**config.mk**
```make
export PLATFORM = sky130hd
export DESIGN_NAME = layered_step_sequencer_top_flat
export DESIGN_NICKNAME = d
export VERILOG_FILES = /design/src/design/lss_pkg.sv /design/src/design/lss_if.sv /design/src/design/lss_ram.sv /design/src/design/lss_scale.sv /design/src/design/layered_step_sequencer_top.sv /design/src/flat_wrapper.sv
export VERILOG_INCLUDE_DIRS = /design/src /design/src/design
export SDC_FILE = /design/constraint.sdc
export NUM_CORES = 2
export LEC_CHECK = 0
export ABC_AREA = 1
export BUFFER_PORTS_ARGS = -buffer_cell sky130_fd_sc_hd__buf_2
export CORE_MARGIN = 8
export CORE_UTILIZATION = 35
export CTS_BUF_LIST = sky130_fd_sc_hd__clkbuf_4
export DETAILED_ROUTE_END_ITERATION = 16
export PLACE_DENSITY = 0.47
export RECOVER_POWER = 25
export SLEW_MARGIN = 20
export SYNTH_ARGS = -nofsm -noshare
export SYNTH_HDL_FRONTEND = slang
export SYNTH_SLANG_ARGS = --single-unit
```
**constraint.sdc**
```tcl
create_clock -name i_clk -period 8.4 [get_ports i_clk]
set_input_delay 1.68 -clock i_clk [delete_from_list [all_inputs] [get_ports i_clk]]
set_output_delay 1.68 -clock i_clk [all_outputs]
set_load 0.02 [all_outputs]
```
**src/design/layered_step_sequencer_top_macros.svh**
```systemverilog
// Assertion macros for the layered step sequencer.
`ifndef LAYERED_STEP_SEQUENCER_TOP_MACROS_SVH
`define LAYERED_STEP_SEQUENCER_TOP_MACROS_SVH
`ifndef SYNTHESIS
`define LSS_ASSERT_IMPL(label, clk, rst_n, prop, msg) \
    label: assert property (@(posedge clk) disable iff (!rst_n) (prop)) else $error(msg);
`define LSS_ASSERT_NEXT(label, clk, rst_n, pre, post, msg) \
    label: assert property (@(posedge clk) disable iff (!rst_n) (pre) |=> (post)) else $error(msg);
`else
`define LSS_ASSERT_IMPL(label, clk, rst_n, prop, msg)
`define LSS_ASSERT_NEXT(label, clk, rst_n, pre, post, msg)
`endif
`endif

```
**src/design/lss_pkg.sv**
```systemverilog
// Package with types and constants of the layered step sequencer.
`timescale 1ns / 1ps
`default_nettype none
package lss_pkg;
    localparam int MAX_LAYERS = 8;
    localparam int MAX_STEPS = 16;
    localparam int SPEED_FRAC_BITS = 12;

    localparam logic [2:0] K_TICK = 3'd0;
    localparam logic [2:0] K_HDR = 3'd1;
    localparam logic [2:0] K_DUR = 3'd2;
    localparam logic [2:0] K_PLAY = 3'd3;
    localparam logic [2:0] K_STOP = 3'd4;
    localparam logic [1:0] CFG_LAYER_COUNT = 2'd0;
    localparam logic [1:0] CFG_LOOP = 2'd1;
    localparam logic [1:0] CFG_INV_SPEED = 2'd2;
    localparam logic [1:0] PH_WAIT = 2'd0;
    localparam logic [1:0] PH_RUN = 2'd1;
    localparam logic [1:0] PH_DONE = 2'd2;

    typedef struct packed {
        logic [2:0]  kind;
        logic [31:0] now_ms;
        logic [2:0]  layer_sel;
        logic [3:0]  step_sel;
        logic [15:0] step_duration_ms;
        logic [4:0]  step_total_in;
        logic [7:0]  group_tag_in;
        logic [7:0]  after_tag_in;
        logic        async_in;
    } t_in;

    typedef struct packed {
        logic        is_fire;
        logic [2:0]  fire_layer;
        logic [3:0]  fire_step;
        logic [15:0] fire_duration_ms;
        logic        playing_now;
        logic        last;
    } t_out;

    typedef struct packed {
        logic [1:0]  index;
        logic [15:0] data;
    } t_cfg;

    typedef enum logic [3:0] {
        S_IDLE,
        S_ARM,
        S_ARMF,
        S_TK_RD,
        S_TK_EV,
        S_PR_I,
        S_PR_J,
        S_BAR,
        S_FIRE_RD,
        S_FIRE_MUL,
        S_FIRE_OUT,
        S_STAT
    } t_state;

    typedef enum logic [1:0] {
        R_ARMF,
        R_TICK,
        R_PROM
    } t_ret;
endpackage
`default_nettype wire

```
**src/design/lss_if.sv**
```systemverilog
// Valid/ready channel interfaces of the layered step sequencer.
`timescale 1ns / 1ps
`default_nettype none
interface lss_in_if import lss_pkg::*; ();
    logic valid;
    logic ready;
    t_in  data;
    modport source (output valid, output data, input ready);
    modport sink (input valid, input data, output ready);
endinterface

interface lss_out_if import lss_pkg::*; ();
    logic valid;
    logic ready;
    t_out data;
    modport source (output valid, output data, input ready);
    modport sink (input valid, input data, output ready);
endinterface

interface lss_cfg_if import lss_pkg::*; ();
    logic valid;
    logic ready;
    t_cfg data;
    modport source (output valid, output data, input ready);
    modport sink (input valid, input data, output ready);
endinterface
`default_nettype wire

```
**src/design/lss_ram.sv**
```systemverilog
// Generic RAM with one write port and one registered read port.
`timescale 1ns / 1ps
`default_nettype none
module lss_ram #(
    parameter int WIDTH = 16,
    parameter int DEPTH = 128
) (
    input  wire logic                     i_clk,
    input  wire logic                     i_we,
    input  wire logic [$clog2(DEPTH)-1:0] i_waddr,
    input  wire logic [WIDTH-1:0]         i_wdata,
    input  wire logic [$clog2(DEPTH)-1:0] i_raddr,
    output logic      [WIDTH-1:0]         o_rdata
);
    logic [WIDTH-1:0] r_mem [DEPTH];
    always_ff @(posedge i_clk) begin
        if (i_we) begin
            r_mem[i_waddr] <= i_wdata;
        end
        o_rdata <= r_mem[i_raddr];
    end
endmodule
`default_nettype wire

```
**src/design/lss_scale.sv**
```systemverilog
// Shared multiply unit: scales a step duration by the clamped inverse speed.
`timescale 1ns / 1ps
`default_nettype none
module lss_scale #(
    parameter int FRAC = 12
) (
    input  wire logic        i_clk,
    input  wire logic [15:0] i_dur,
    input  wire logic [15:0] i_inv,
    output logic      [31:0] o_scaled
);
    localparam int ONE = 1 << FRAC;
    localparam logic [19:0] INV_MIN = 20'(ONE / 10);
    localparam logic [19:0] INV_MAX = 20'(ONE * 10);
    logic [19:0] inv_c;
    logic [35:0] prod;
    always_comb begin
        inv_c = {4'd0, i_inv};
        if (inv_c < INV_MIN) inv_c = INV_MIN;
        if (inv_c > INV_MAX) inv_c = INV_MAX;
        prod = {20'd0, i_dur} * {16'd0, inv_c};
    end
    always_ff @(posedge i_clk) begin
        o_scaled <= 32'(prod >> FRAC);
    end
endmodule
`default_nettype wire

```
**src/design/layered_step_sequencer_top.sv**
```systemverilog
// Layered step sequencer: per-layer state walk with one shared scaler.
// Each item ends in a status result; writes, stop and stopped ticks give only the status.
// Play arms the layers and fires each running one; a tick walks the running layers, then
// promotes waiting layers by tag, with a fire per step advance or promotion; a loop restart re-arms.
// Throughput: one item at a time, the next one taken after the status is registered; stalls hold it.
// Reset (synchronous, active low): stopped, all layers waiting, registers default.
`timescale 1ns / 1ps
`default_nettype none
`include "layered_step_sequencer_top_macros.svh"
module layered_step_sequencer_top import lss_pkg::*; (
    input wire logic i_clk,
    input wire logic i_rst_n,
    lss_in_if.sink   in_ch,
    lss_out_if.source out_ch,
    lss_cfg_if.sink  cfg_ch
);
    localparam int LW = (MAX_LAYERS > 1) ? $clog2(MAX_LAYERS) : 1;
    localparam int SW = (MAX_STEPS > 1) ? $clog2(MAX_STEPS) : 1;
    localparam int AW = LW + SW;
    localparam int DEPTH = MAX_LAYERS * MAX_STEPS;
    localparam int CW = LW + 1;
    localparam int TW = $clog2(MAX_STEPS + 1);

    t_state r_st, n_st;
    t_ret   r_ret, n_ret;
    t_in    r_it;
    logic [3:0]  r_lcount;
    logic        r_loop;
    logic [15:0] r_inv;
    logic        r_running, n_running;
    logic [1:0]  r_ph [MAX_LAYERS];
    logic [SW-1:0] r_si [MAX_LAYERS];
    logic [31:0] r_t0 [MAX_LAYERS];
    logic [TW-1:0] r_tot [MAX_LAYERS];
    logic [7:0]  r_gt [MAX_LAYERS];
    logic [7:0]  r_at [MAX_LAYERS];
    logic        r_as [MAX_LAYERS];
    logic [CW-1:0] r_i, r_j;
    logic        r_ov;
    t_out        r_od;
    logic        r_ready_in;
    logic        r_tk_w;

    logic [CW-1:0] nused;
    logic [LW-1:0] li, lj;
    logic          acc_in, acc_out, ram_we, out_load;
    logic [AW-1:0] ram_wa, ram_ra;
    logic [15:0]   ram_q;
    logic [31:0]   sc;
    logic [31:0]   elapsed;
    logic          all_sync_done, any_sync, any_async;
    logic [TW-1:0] tot_in;
    t_state        tk_next, pr_next;

    assign nused = (r_lcount > 4'(MAX_LAYERS)) ? CW'(MAX_LAYERS) : CW'(r_lcount);
    assign li = r_i[LW-1:0];
    assign lj = r_j[LW-1:0];
    assign acc_in = in_ch.valid && in_ch.ready;
    assign acc_out = out_ch.valid && out_ch.ready;
    assign out_load = (r_st == S_FIRE_OUT || r_st == S_STAT) && (!r_ov || acc_out);
    assign in_ch.ready = r_ready_in;
    assign cfg_ch.ready = 1'b1;
    assign out_ch.valid = r_ov;
    assign out_ch.data = r_od;
    assign elapsed = r_it.now_ms - r_t0[li];

    assign ram_we = (r_st == S_IDLE) && acc_in && in_ch.data.kind == K_DUR
        && 32'(in_ch.data.layer_sel) < MAX_LAYERS && 32'(in_ch.data.step_sel) < MAX_STEPS;
    assign ram_wa = AW'(32'(in_ch.data.layer_sel) * MAX_STEPS + 32'(in_ch.data.step_sel));
    assign ram_ra = AW'(32'(li) * MAX_STEPS + 32'(r_si[li]));
    assign tot_in = (32'(in_ch.data.step_total_in) > MAX_STEPS)
        ? TW'(MAX_STEPS) : TW'(in_ch.data.step_total_in);

    lss_ram #(.WIDTH(16), .DEPTH(DEPTH)) u_ram (
        .i_clk(i_clk), .i_we(ram_we), .i_waddr(ram_wa), .i_wdata(in_ch.data.step_duration_ms),
        .i_raddr(ram_ra), .o_rdata(ram_q)
    );
    lss_scale #(.FRAC(SPEED_FRAC_BITS)) u_scale (
        .i_clk(i_clk), .i_dur(ram_q), .i_inv(r_inv), .o_scaled(sc)
    );

    always_comb begin
        all_sync_done = 1'b1;
        any_sync = 1'b0;
        any_async = 1'b0;
        for (int k = 0; k < MAX_LAYERS; k++) begin
            if (k < 32'(nused)) begin
                if (r_as[k]) any_async = 1'b1;
                else begin
                    any_sync = 1'b1;
                    if (r_ph[k] != PH_DONE) all_sync_done = 1'b0;
                end
            end
        end
    end

    // next state
    always_comb begin
        n_st = r_st;
        n_ret = r_ret;
        n_running = r_running;
        unique case (r_st)
            S_IDLE: if (acc_in) begin
                unique case (in_ch.data.kind)
                    K_TICK: n_st = r_running ? S_TK_RD : S_STAT;
                    K_PLAY: begin n_st = S_ARM; n_running = 1'b1; end
                    K_STOP: begin n_st = S_STAT; n_running = 1'b0; end
                    default: n_st = S_STAT;
                endcase
            end
            S_ARM: if (r_i + 1'b1 >= nused) n_st = S_ARMF;
            S_ARMF: begin
                n_ret = R_ARMF;
                if (r_i >= nused) n_st = S_STAT;
                else if (r_ph[li] == PH_RUN && (r_it.kind == K_PLAY || !r_as[li]))
                    n_st = S_FIRE_RD;
            end
            S_TK_RD: begin
                n_ret = R_TICK;
                if (r_i >= nused) n_st = S_PR_I;
                else if (r_ph[li] == PH_RUN) n_st = S_TK_EV;
            end
            S_TK_EV: n_st = tk_next;
            S_PR_I: begin
                n_ret = R_PROM;
                if (r_i >= nused) n_st = S_BAR;
                else if (r_ph[li] == PH_WAIT) n_st = S_PR_J;
            end
            S_PR_J: n_st = pr_next;
            S_BAR: begin
                n_st = S_STAT;
                if (any_sync && all_sync_done) begin
                    if (r_loop) n_st = S_ARM;
                    else if (!any_async) n_running = 1'b0;
                end
            end
            S_FIRE_RD: n_st = S_FIRE_MUL;
            S_FIRE_MUL: n_st = S_FIRE_OUT;
            S_FIRE_OUT: if (!r_ov || acc_out) begin
                unique case (r_ret)
                    R_ARMF: n_st = S_ARMF;
                    R_TICK: n_st = S_TK_RD;
                    default: n_st = S_PR_I;
                endcase
            end
            S_STAT: if (!r_ov || acc_out) n_st = S_IDLE;
            default: n_st = S_IDLE;
        endcase
    end

    // decisions for multi-cycle states
    always_comb begin
        tk_next = S_TK_RD;
        if (r_tk_w) begin
            if (ram_q == 16'd0 || 33'(elapsed) < 33'(sc)) tk_next = S_TK_RD;
            else if (32'(r_si[li]) + 1 < 32'(r_tot[li]) || r_as[li]) tk_next = S_FIRE_RD;
            else tk_next = S_TK_RD;
        end else tk_next = S_TK_EV;
        pr_next = S_PR_J;
        if (r_j >= nused || r_gt[lj] == r_at[li]) begin
            if (r_j >= nused || r_ph[lj] == PH_DONE) pr_next = S_FIRE_RD;
            else pr_next = S_PR_I;
        end
    end

    // outputs and datapath
    always_ff @(posedge i_clk) begin
        if (!i_rst_n) begin
            r_st <= S_IDLE;
            r_ret <= R_ARMF;
            r_running <= 1'b0;
            r_ov <= 1'b0;
            r_ready_in <= 1'b0;
            r_lcount <= 4'd0;
            r_loop <= 1'b0;
            r_inv <= 16'd4096;
            r_tk_w <= 1'b0;
            for (int k = 0; k < MAX_LAYERS; k++) begin
                r_ph[k] <= PH_WAIT;
                r_si[k] <= '0;
                r_t0[k] <= '0;
            end
        end else begin
            r_st <= n_st;
            r_ret <= n_ret;
            r_running <= n_running;
            r_ready_in <= (n_st == S_IDLE) && !(r_st == S_IDLE && acc_in);
            if (out_load) r_ov <= 1'b1;
            else if (acc_out) r_ov <= 1'b0;
            if (cfg_ch.valid) begin
                unique case (cfg_ch.data.index)
                    CFG_LAYER_COUNT: r_lcount <= cfg_ch.data.data[3:0];
                    CFG_LOOP: r_loop <= cfg_ch.data.data[0];
                    CFG_INV_SPEED: r_inv <= cfg_ch.data.data;
                    default: ;
                endcase
            end
            unique case (r_st)
                S_IDLE: begin
                    r_i <= '0;
                    if (acc_in) begin
                        r_it <= in_ch.data;
                        if (in_ch.data.kind == K_HDR && 32'(in_ch.data.layer_sel) < MAX_LAYERS)
                        begin
                            r_tot[LW'(in_ch.data.layer_sel)] <= tot_in;
                            r_gt[LW'(in_ch.data.layer_sel)] <= in_ch.data.group_tag_in;
                            r_at[LW'(in_ch.data.layer_sel)] <= in_ch.data.after_tag_in;
                            r_as[LW'(in_ch.data.layer_sel)] <= in_ch.data.async_in;
                        end
                        if (in_ch.data.kind == K_PLAY || in_ch.data.kind == K_STOP) begin
                            for (int k = 0; k < MAX_LAYERS; k++) r_ph[k] <= PH_WAIT;
                        end
                    end
                end
                S_ARM: begin
                    if (r_i < nused && (r_it.kind == K_PLAY || !r_as[li])) begin
                        r_si[li] <= '0;
                        r_t0[li] <= r_it.now_ms;
                        if (r_tot[li] == '0) r_ph[li] <= PH_DONE;
                        else if (r_at[li] == 8'd0) r_ph[li] <= PH_RUN;
                        else r_ph[li] <= PH_WAIT;
                    end
                    r_i <= (r_i + 1'b1 >= nused) ? '0 : r_i + 1'b1;
                end
                S_ARMF: if (n_st != S_FIRE_RD) r_i <= r_i + 1'b1;
                S_TK_RD: begin
                    r_tk_w <= 1'b0;
                    if (r_i >= nused) r_i <= '0;
                    else if (r_ph[li] != PH_RUN) r_i <= r_i + 1'b1;
                end
                S_TK_EV: begin
                    r_tk_w <= !r_tk_w;
                    if (r_tk_w) begin
                        if (tk_next == S_FIRE_RD) begin
                            r_t0[li] <= r_it.now_ms;
                            if (32'(r_si[li]) + 1 < 32'(r_tot[li])) r_si[li] <= r_si[li] + 1'b1;
                            else r_si[li] <= '0;
                        end else begin
                            if (ram_q != 16'd0 && 33'(elapsed) >= 33'(sc))
                                r_ph[li] <= PH_DONE;
                            r_i <= r_i + 1'b1;
                        end
                    end
                end
                S_PR_I: begin
                    r_j <= '0;
                    if (r_i >= nused) r_i <= '0;
                    else if (r_ph[li] != PH_WAIT) r_i <= r_i + 1'b1;
                end
                S_PR_J: begin
                    if (pr_next == S_FIRE_RD) begin
                        r_ph[li] <= PH_RUN;
                        r_si[li] <= '0;
                        r_t0[li] <= r_it.now_ms;
                    end else if (pr_next == S_PR_I) r_i <= r_i + 1'b1;
                    else r_j <= r_j + 1'b1;
                end
                S_BAR: r_i <= '0;
                S_FIRE_OUT: if (out_load) begin
                    r_od.is_fire <= 1'b1;
                    r_od.fire_layer <= 3'(li);
                    r_od.fire_step <= 4'(r_si[li]);
                    r_od.fire_duration_ms <= (ram_q == 16'd0) ? 16'd0
                        : ((sc > 32'd65535) ? 16'hFFFF : sc[15:0]);
                    r_od.playing_now <= r_running;
                    r_od.last <= 1'b0;
                    r_i <= r_i + 1'b1;
                end
                S_STAT: if (out_load) begin
                    r_od <= '{is_fire: 1'b0, fire_layer: 3'd0, fire_step: 4'd0,
                              fire_duration_ms: 16'd0, playing_now: r_running, last: 1'b1};
                end
                default: ;
            endcase
        end
    end

    `LSS_ASSERT_NEXT(a_no_overwrite, i_clk, i_rst_n, r_ov && !out_ch.ready, r_ov, "result lost")
    `LSS_ASSERT_IMPL(a_busy, i_clk, i_rst_n, !(in_ch.ready && r_st != S_IDLE), "ready while busy")
    `LSS_ASSERT_NEXT(a_stat, i_clk, i_rst_n, r_st == S_STAT && !r_ov, r_ov && r_od.last, "no status")
endmodule
`default_nettype wire

```
**src/flat_wrapper.sv**
```systemverilog
// flat-port wrapper written by rule: the top's interface ports become plain ports
module layered_step_sequencer_top_flat import lss_pkg::*;
  (i_clk, i_rst_n, in_ch_valid, in_ch_data, in_ch_ready, out_ch_valid, out_ch_data, out_ch_ready, cfg_ch_valid, cfg_ch_data, cfg_ch_ready);
  lss_in_if in_ch_i ();
  lss_out_if out_ch_i ();
  lss_cfg_if cfg_ch_i ();
  input wire logic i_clk;
  input wire logic i_rst_n;
  input wire logic [$bits(in_ch_i.valid)-1:0] in_ch_valid;
  input wire logic [$bits(in_ch_i.data)-1:0] in_ch_data;
  output wire logic [$bits(in_ch_i.ready)-1:0] in_ch_ready;
  output wire logic [$bits(out_ch_i.valid)-1:0] out_ch_valid;
  output wire logic [$bits(out_ch_i.data)-1:0] out_ch_data;
  input wire logic [$bits(out_ch_i.ready)-1:0] out_ch_ready;
  input wire logic [$bits(cfg_ch_i.valid)-1:0] cfg_ch_valid;
  input wire logic [$bits(cfg_ch_i.data)-1:0] cfg_ch_data;
  output wire logic [$bits(cfg_ch_i.ready)-1:0] cfg_ch_ready;
  assign in_ch_i.valid = in_ch_valid;
  assign in_ch_i.data = in_ch_data;
  assign in_ch_ready = in_ch_i.ready;
  assign out_ch_valid = out_ch_i.valid;
  assign out_ch_data = out_ch_i.data;
  assign out_ch_i.ready = out_ch_ready;
  assign cfg_ch_i.valid = cfg_ch_valid;
  assign cfg_ch_i.data = cfg_ch_data;
  assign cfg_ch_ready = cfg_ch_i.ready;
  layered_step_sequencer_top u_core (.i_clk(i_clk), .i_rst_n(i_rst_n), .in_ch(in_ch_i), .out_ch(out_ch_i), .cfg_ch(cfg_ch_i));
endmodule
```
**Word-level counts from Yosys, hierarchy flattened**

Memory sizes are Yosys's and may differ from the RTL's. A register that Yosys moved wholly into a read port is not among the register bits.
Index checks and enable logic that the tools add are counted.

- $add $sub $neg: 7
- Multipliers: 1
- Order comparisons: 20
- Equal/unequal tests: 50
- Multiplexer cells: 206
- Bitwise gates (word level): 17
- Reductions and logical operators: 52

Operator list:

| kind | number |
|---|---|
| 2-to-1 mux 4 bit | 36 |
| 2-to-1 mux 1 bit | 126 |
| 2-to-1 mux 32 bit | 3 |
| 2-to-1 mux 16 bit | 4 |
| 2-to-1 mux 26 bit | 2 |
| case mux 26 bit (2 select lines) | 1 |
| case mux 4 bit (12 select lines) | 1 |
| multiplier 16 x 20 -> 36 bit | 1 |
| 2-to-1 mux 3 bit | 11 |
| >= comparator 32 x 24 -> 1 bit | 1 |
| < comparator 32 x 24 -> 1 bit | 1 |
| < comparator 32 x 5 -> 1 bit | 1 |
| case mux 4 bit (8 select lines) | 1 |
| OR reduction 32 bit | 1 |
| subtractor 32 bit | 1 |
| 2-to-1 mux 2 bit | 13 |
| inequality test 2 bit (second input constant) | 13 |
| == test 4 bit (second input constant) | 6 |
| greater-than comparator 24 x 16 -> 1 bit (second input constant) | 1 |
| == test 4 x 3 -> 1 bit (second input constant) | 5 |
| greater-than comparator 20 x 16 -> 1 bit (second input constant) | 1 |
| bitwise OR 1 bit | 17 |
| logical NOT 16 bit | 1 |
| < comparator 16 x 9 -> 1 bit (second input constant) | 1 |
| 46 further kinds | 104 |

- Bits in registers: 124
- Bits in writable memories: 2,528
- Word-level logic and storage cells: 381
- Memories: 8

Memory list:

| name | depth | bits a word | rd ports | clocked after Yosys merged registers in | wr ports | RTL line | source |
|---|---|---|---|---|---|---|---|
| u_core.u_ram.r_mem | 128 | 16 | 1 | 1 | 1 | lss_ram.sv:15 | `logic [WIDTH-1:0] r_mem [DEPTH];` |
| u_core.r_t0 | 8 | 32 | 1 | 1 | 8 | layered_step_sequencer_top.sv:33 | `logic [31:0] r_t0 [MAX_LAYERS];` |
| u_core.r_at | 8 | 8 | 1 | 1 | 1 | layered_step_sequencer_top.sv:36 | `logic [7:0] r_at [MAX_LAYERS];` |
| u_core.r_gt | 8 | 8 | 1 | 1 | 1 | layered_step_sequencer_top.sv:35 | `logic [7:0] r_gt [MAX_LAYERS];` |
| u_core.r_tot | 8 | 5 | 1 | 1 | 1 | layered_step_sequencer_top.sv:34 | `logic [TW-1:0] r_tot [MAX_LAYERS];` |
| u_core.r_si | 8 | 4 | 1 | 1 | 8 | layered_step_sequencer_top.sv:32 | `logic [SW-1:0] r_si [MAX_LAYERS];` |
| +2 memories | - | - | - | - | - | - |  |

**Longest topological paths before layout**

An unclocked memory read counts as a cell.

- Word-level depth: 33
- Mapped depth: 39
- Mapped depth without buffers: 38

**By module**

Synthesis repeated with hierarchy kept, for this count alone.

- Cells, all modules: 11,050
- Area, all modules: 121,167.5 sq um

Modules (own cells, without submodules):

| module | times used | cells an instance | area each (sq um) | seq. area each (sq um) |
|---|---|---|---|---|
| lss_ram | 1 | 6,793 | 82,828.2 | 61,819.3 |
| layered_step_sequencer_top | 1 | 3,011 | 28,797.6 | 17,226.5 |
| lss_scale | 1 | 1,246 | 9,541.7 | 460.4 |

**Worst setup path after synthesis**

Ideal clock, no wire load.

- Kind: register to register
- Start point: register u_core.r_inv[15]
- End point: register u_core.u_scale.o_scaled[16]
- Setup time: 122 ps
- Arrival: 6,468 ps
- Slack: 1,810 ps
- Cell stages (with the launch flop): 37
- Path buffers: 2
- Path through: dfxtp_1 clkbuf_1 inv_1 nand2_1 nor3_1 nand2_1 nand4_1 nand2_1 nand2_1 nand2_1 inv_1 clkbuf_1 a21oi_1 inv_1 nor2_1 fa_1 inv_1 fa_1 fa_1 inv_1 fa_1 fa_1 inv_1 fa_1 inv_1 ha_1 a21oi_1 nor2_1 nor2_1 o21ai_0 a21oi_1 nand2_1 nand2_1 nand2_1 nand2_1 nand2_1 xor2_1

- Word-level cells in the longest chain between the ends: 5

RTL lines:

| item | RTL line | source |
|---|---|---|
| start: declaration | layered_step_sequencer_top.sv:29 | `logic [15:0] r_inv;` |
| start signal: assignment | layered_step_sequencer_top.sv:194 | `CFG_INV_SPEED: r_inv <= cfg_ch.data.data;` |
| < comparator 16 x 9 -> 1 bit | lss_scale.sv:19 | `if (inv_c < INV_MIN) inv_c = INV_MIN;` |
| 2-to-1 mux 16 bit (*) | lss_scale.sv:19 |  |
| greater-than comparator 20 x 16 -> 1 bit | lss_scale.sv:20 | `if (inv_c > INV_MAX) inv_c = INV_MAX;` |
| 2-to-1 mux 16 bit (*) | lss_scale.sv:20 |  |
| multiplier 16 x 20 -> 36 bit (*) | lss_scale.sv:21 | `prod = {20'd0, i_dur} * {16'd0, inv_c};` |
| net u_core.u_scale.prod[28] | lss_scale.sv:16 | `logic [35:0] prod;` |
| end signal: assignment | lss_scale.sv:24 | `o_scaled <= 32'(prod >> FRAC);` |
| end: declaration | lss_scale.sv:10 | `output logic [31:0] o_scaled` |

The timed path passes the listed nets; every way through them passes the cells marked *.
A chain may end at the register's enable or synchronous reset.

**Final worst setup path**

- Start point: register u_core.r_inv[0]
- End point: register u_core.u_scale.o_scaled[19]

The elaborated chain is that of the path after synthesis.

==> impl_metrics.py <==
metrics = {
    "drt": {
        "drt-vias-per-instance": 5.241,
        "drc": 0,
        "via_count": 82205,
        "route.detailed.wl_per_inst_um": 24.43,
        "drtAntennaViolNets": 0,
        "drt_iter0_markers": 7155,
        "drt_pre_antenna_iters": 6,
        "routed_wl_mm": 383.3,
    },
    "hold_path": {
        "worstHoldEndpoint": "u_core.r_it[60]$_DFFE_PP_",
        "min_delay_path_depth": 1,
        "hold_start": "in_ch_data[60]",
        "hold_path.class": "input port to register",
    },
    "clock_network": {
        "cts.htree.levels": 6,
        "postCtsHoldBufs": 0,
        "clock_sinks": 2673,
        "cts_root_buffer": "clkbuf_4",
        "post_cts.repair.setup_buffers": 0,
        "post_cts_resized": 0,
        "clock_path_buffers": 4,
        "worst_skew_pair_latency_ps": 1610,
        "clk_transition_reported_paths_ps": 70,
        "numCtsBuffers": 720,
        "cts_tree": "done",
    },
    "layout": {
        "nets": 11109,
        "flow.area_growth_from_synthesis_pct": 13.16,
        "n_fill_cell": 32537,
        "multi_input_comb_area_um2": 34420,
        "seq_area_um2": 79520,
        "post_layout_nonfiller_instances": 15686,
        "final_layout_size_suffix_gt1_share_pct": 14.51,
    },
    "timing": {
        "final-hold-violation-count": 0,
        "hold-worst-slack_ps": 330.5,
        "final-max-slew-violation-count": 1395,
        "timing.slew.headroom_pct": -224.8,
        "unrepaired_setup_endpoints_after_global_routing": "false",
        "worst_slack_ps": 1027,
        "worst_slew_pin_slew_ps": 4872,
        "final_period_minus_worst_setup_slack_ps": 7373,
        "fin_crit_sh_pct": 87.77,
        "final-setup-viol-count": 0,
        "fin_tns_setup_ps": 0,
        "setup_clock_skew_after_layout_ps": 148.2,
        "max_clock_freq_mhz": 135.6,
    },
    "yosys": {
        "postSynth.topFlopCell": "edfxtp_1",
        "syn-mean-instance-area_um2": 11.69,
        "syn-cell-area_um2": 118300,
        "synth.distinct_cells": 51,
        "synth-seq-area-share_pct": 67.21,
        "async_reset_ff_share_pct": 0,
        "synth_cells": 10117,
        "synth_edf_count": 2597,
        "post_syn_nets": 10597,
        "yosysWarnings": 0,
        "count_of_state_elements_after_synthesis": 2673,
    },
    "power_and_ir_drop": {
        "power.ir.vdd_worst_uv": 385.5,
        "leakagePower_uw": 0.04717,
        "powerDensity_nw_per_um2": 361.9,
    },
    "global_routing": {
        "first_pass_grt_wire_length_mm": 554.8,
        "antenna_found_initial": 29,
        "vias_in_the_first_global_route": 81118,
        "pin_count_of_the_biggest_net_entering_global_routing": 138,
        "grt_usage_pct": 20.69,
        "grt_overflow_total": 0,
    },
    "die": {
        "design.core.area_um2": 336600,
        "fp.dieH_um": 597.4,
        "boundaryPins": 132,
        "chipWidth_um": 597.4,
        "num_rows": 213,
        "design.die.area_um2": 356800,
        "initial_utilization_pct": 35.14,
    },
    "setup_path": {
        "crit_path_top_delay_cell": "fa_1",
        "crit_path_max_cell_delay_ps": 540,
        "cp.required_ps": 9800,
        "timing.critical_path.mode_cell": "nand2_1",
        "timing.reg2reg.setup_slack_ps": 1030,
        "timing.critical_path.to_type": "register",
        "critical_path.max_fanout": 13,
        "worstReg2RegEnd": "u_core.u_scale.o_scaled[19]$_DFF_P_",
        "rr_startpoint": "u_core.r_inv[0]$_SDFFE_PN0P_",
        "arrival_ps": 8770,
        "crit_buf_inv": 7,
        "start_kind": "register",
        "crit_family": "adder cells",
        "ff2ff_path_depth": 35,
        "setup.worst_path.class": "register to register",
    },
    "job": {
        "maxCapViolCount": 22,
    },
    "outcome": {
        "run_status": "finished, violations left",
        "failed_checks": "max-capacitance violations, max-slew violations",
    },
    "placement": {
        "dp_worst_setup_slack_ps": 939.3,
        "io_buffer_count": 130,
        "gp_routability_congestion": 0.8718,
        "placedCellCount": 14421,
        "final_hpwl_from_detailed_placement_mm": 229.4,
    },
}
[registers in the layout (all words and copies together), names as in the netlist, 4 cells and up, named ones only]
register and cells:
u_core.r_j 4, u_core.r_st 4, u_core.r_inv 16, u_core.r_it 35, u_core.r_i 4, u_core.r_lcount 4, u_core.r_si 32, u_core.u_ram.o_rdata 16
u_core.r_at 64, u_core.u_ram.r_mem 2048, u_core.r_tot 40, u_core.r_t0 256, u_core.u_scale.o_scaled 23, u_core.r_as 8, u_core.r_ph 16, u_core.r_gt 64
u_core.out_ch.data 26
[cells by family after synthesis]
kind of cell	count (synthesis)	share of synthesized area (%)
XOR/XNOR	50	0.3702
AO/OA/AOI/OAI	2304	11.32
adder cells (fa/ha/maj)	377	5.225
buffers and inverters	1159	4.061
flip-flops	2673	67.21
other	1	0.003170
AND/OR/NAND/NOR	3553	11.81
[worst reg2reg max path, delay by kind of cell (launching register included)]
kind,cells,cell delay (ps)
fa+ha+maj,7,3150
simple gates,17,1890
buf+inv,7,1010
compound gates,4,850
flops,1,350
[cells in the final DEF (no fill, tap or decap), drive strengths merged, types with 2 or more instances in the layout]
cell / n
ha: 182
o221a: 2
o211ai: 303
o21ai: 1407
xor2: 36
xnor2: 14
o22ai: 127
a211oi: 2
nand4: 29
a21boi: 2
clkbuf: 1131
and2: 2
o221ai: 216
a21oi: 196
clkinv: 128
diode: 25
nand3: 320
nand2: 844
buf: 352
nor4: 7
nor3: 42
or2: 11
fa: 195
and3: 2
a21o: 16
bufinv: 12
nor2: 2293
o21a: 7
a31oi: 17
edfxtp: 2597
inv: 555
nand3b: 2
clkinvlp: 10
o21bai: 5
dfxtp: 76
[cells in the mapped netlist, drive strengths merged, types with 2 or more instances]
cell    instances  area [um^2]
edfxtp       2597        77980
nor2         2293         8615
o21ai        1407         7046
nand2         844         3186
inv           538         2019
clkbuf        395         1483
nand3         320         1607
o211ai        303         2275
o221ai        216         1892
buf           215         1260
a21oi         196        984.7
fa            195         3904
ha            182         2277
o22ai         127        794.5
dfxtp          76         1521
nor3           42        210.2
xor2           36        315.3
nand4          29        187.7
a31oi          17        106.4
a21o           16        120.1
xnor2          14        122.6
clkinv         11        41.29
or2            11        68.81
nor4            7        43.79
o21a            7        52.55
o21bai          5        37.54
a211oi          2        15.01
a21boi          2        15.01
and2            2        12.51
and3            2        12.51
nand3b          2        15.01
o221a           2        22.52
[where the power goes]
part,internal [uW],leakage [uW],switching [uW],total [uW]
logic,5890,0.0173,15600,21500
clock network,6220,0.00546,5470,11700
registers,14900,0.0244,352,15300
[routing by layer]
layer / track usage, % / vias up / routed length (um)
met5: 0 / - / 83
met4: 5.983 / 12 / 10350
met3: 3.554 / 563 / 23700
met2: 33.93 / 2694 / 179600
met1: 28.26 / 41325 / 169500
li1: - / 37611 / -
[stage by stage]
step                      cell area (um^2)  power (uW)  utilization (%)
after floorplan                     118300       28780                -
after global placement              124700       37040            37.04
after detailed placement            124700       37170            37.05
after CTS                           133900       49010            39.78
after global routing                133800       51660            39.75
final                               133900       48440            39.77
[final cells by class]
cell class | instances | area share [%]
flip-flops and latches | 2673 | 59.40
multi-input cells | 6285 | 25.71
clock buffers | 1083 | 6.074
well taps | 4515 | 4.220
repair buffers | 400 | 2.186
inverters | 549 | 1.558
clock inverters | 156 | 0.7973
diodes | 25 | 0.04674
[worst max path at each step]
stage	start	to	slack, ps	cells past startpoint
floorplan	u_core.r_inv[15]$_SDFFE_PN0P_	u_core.u_scale.o_scaled[16]$_DFF_P_	1810	36
global placement	u_core.r_inv[0]$_SDFFE_PN0P_	u_core.u_scale.o_scaled[20]$_DFF_P_	990	36
detailed placement	u_core.r_inv[0]$_SDFFE_PN0P_	u_core.u_scale.o_scaled[20]$_DFF_P_	940	36
CTS	u_core.r_inv[0]$_SDFFE_PN0P_	u_core.u_scale.o_scaled[20]$_DFF_P_	930	36
global route	u_core.r_inv[0]$_SDFFE_PN0P_	u_core.u_scale.o_scaled[20]$_DFF_P_	500	36
finish	u_core.r_inv[0]$_SDFFE_PN0P_	u_core.u_scale.o_scaled[19]$_DFF_P_	1030	35
Power figures use the tool's default switching activity.
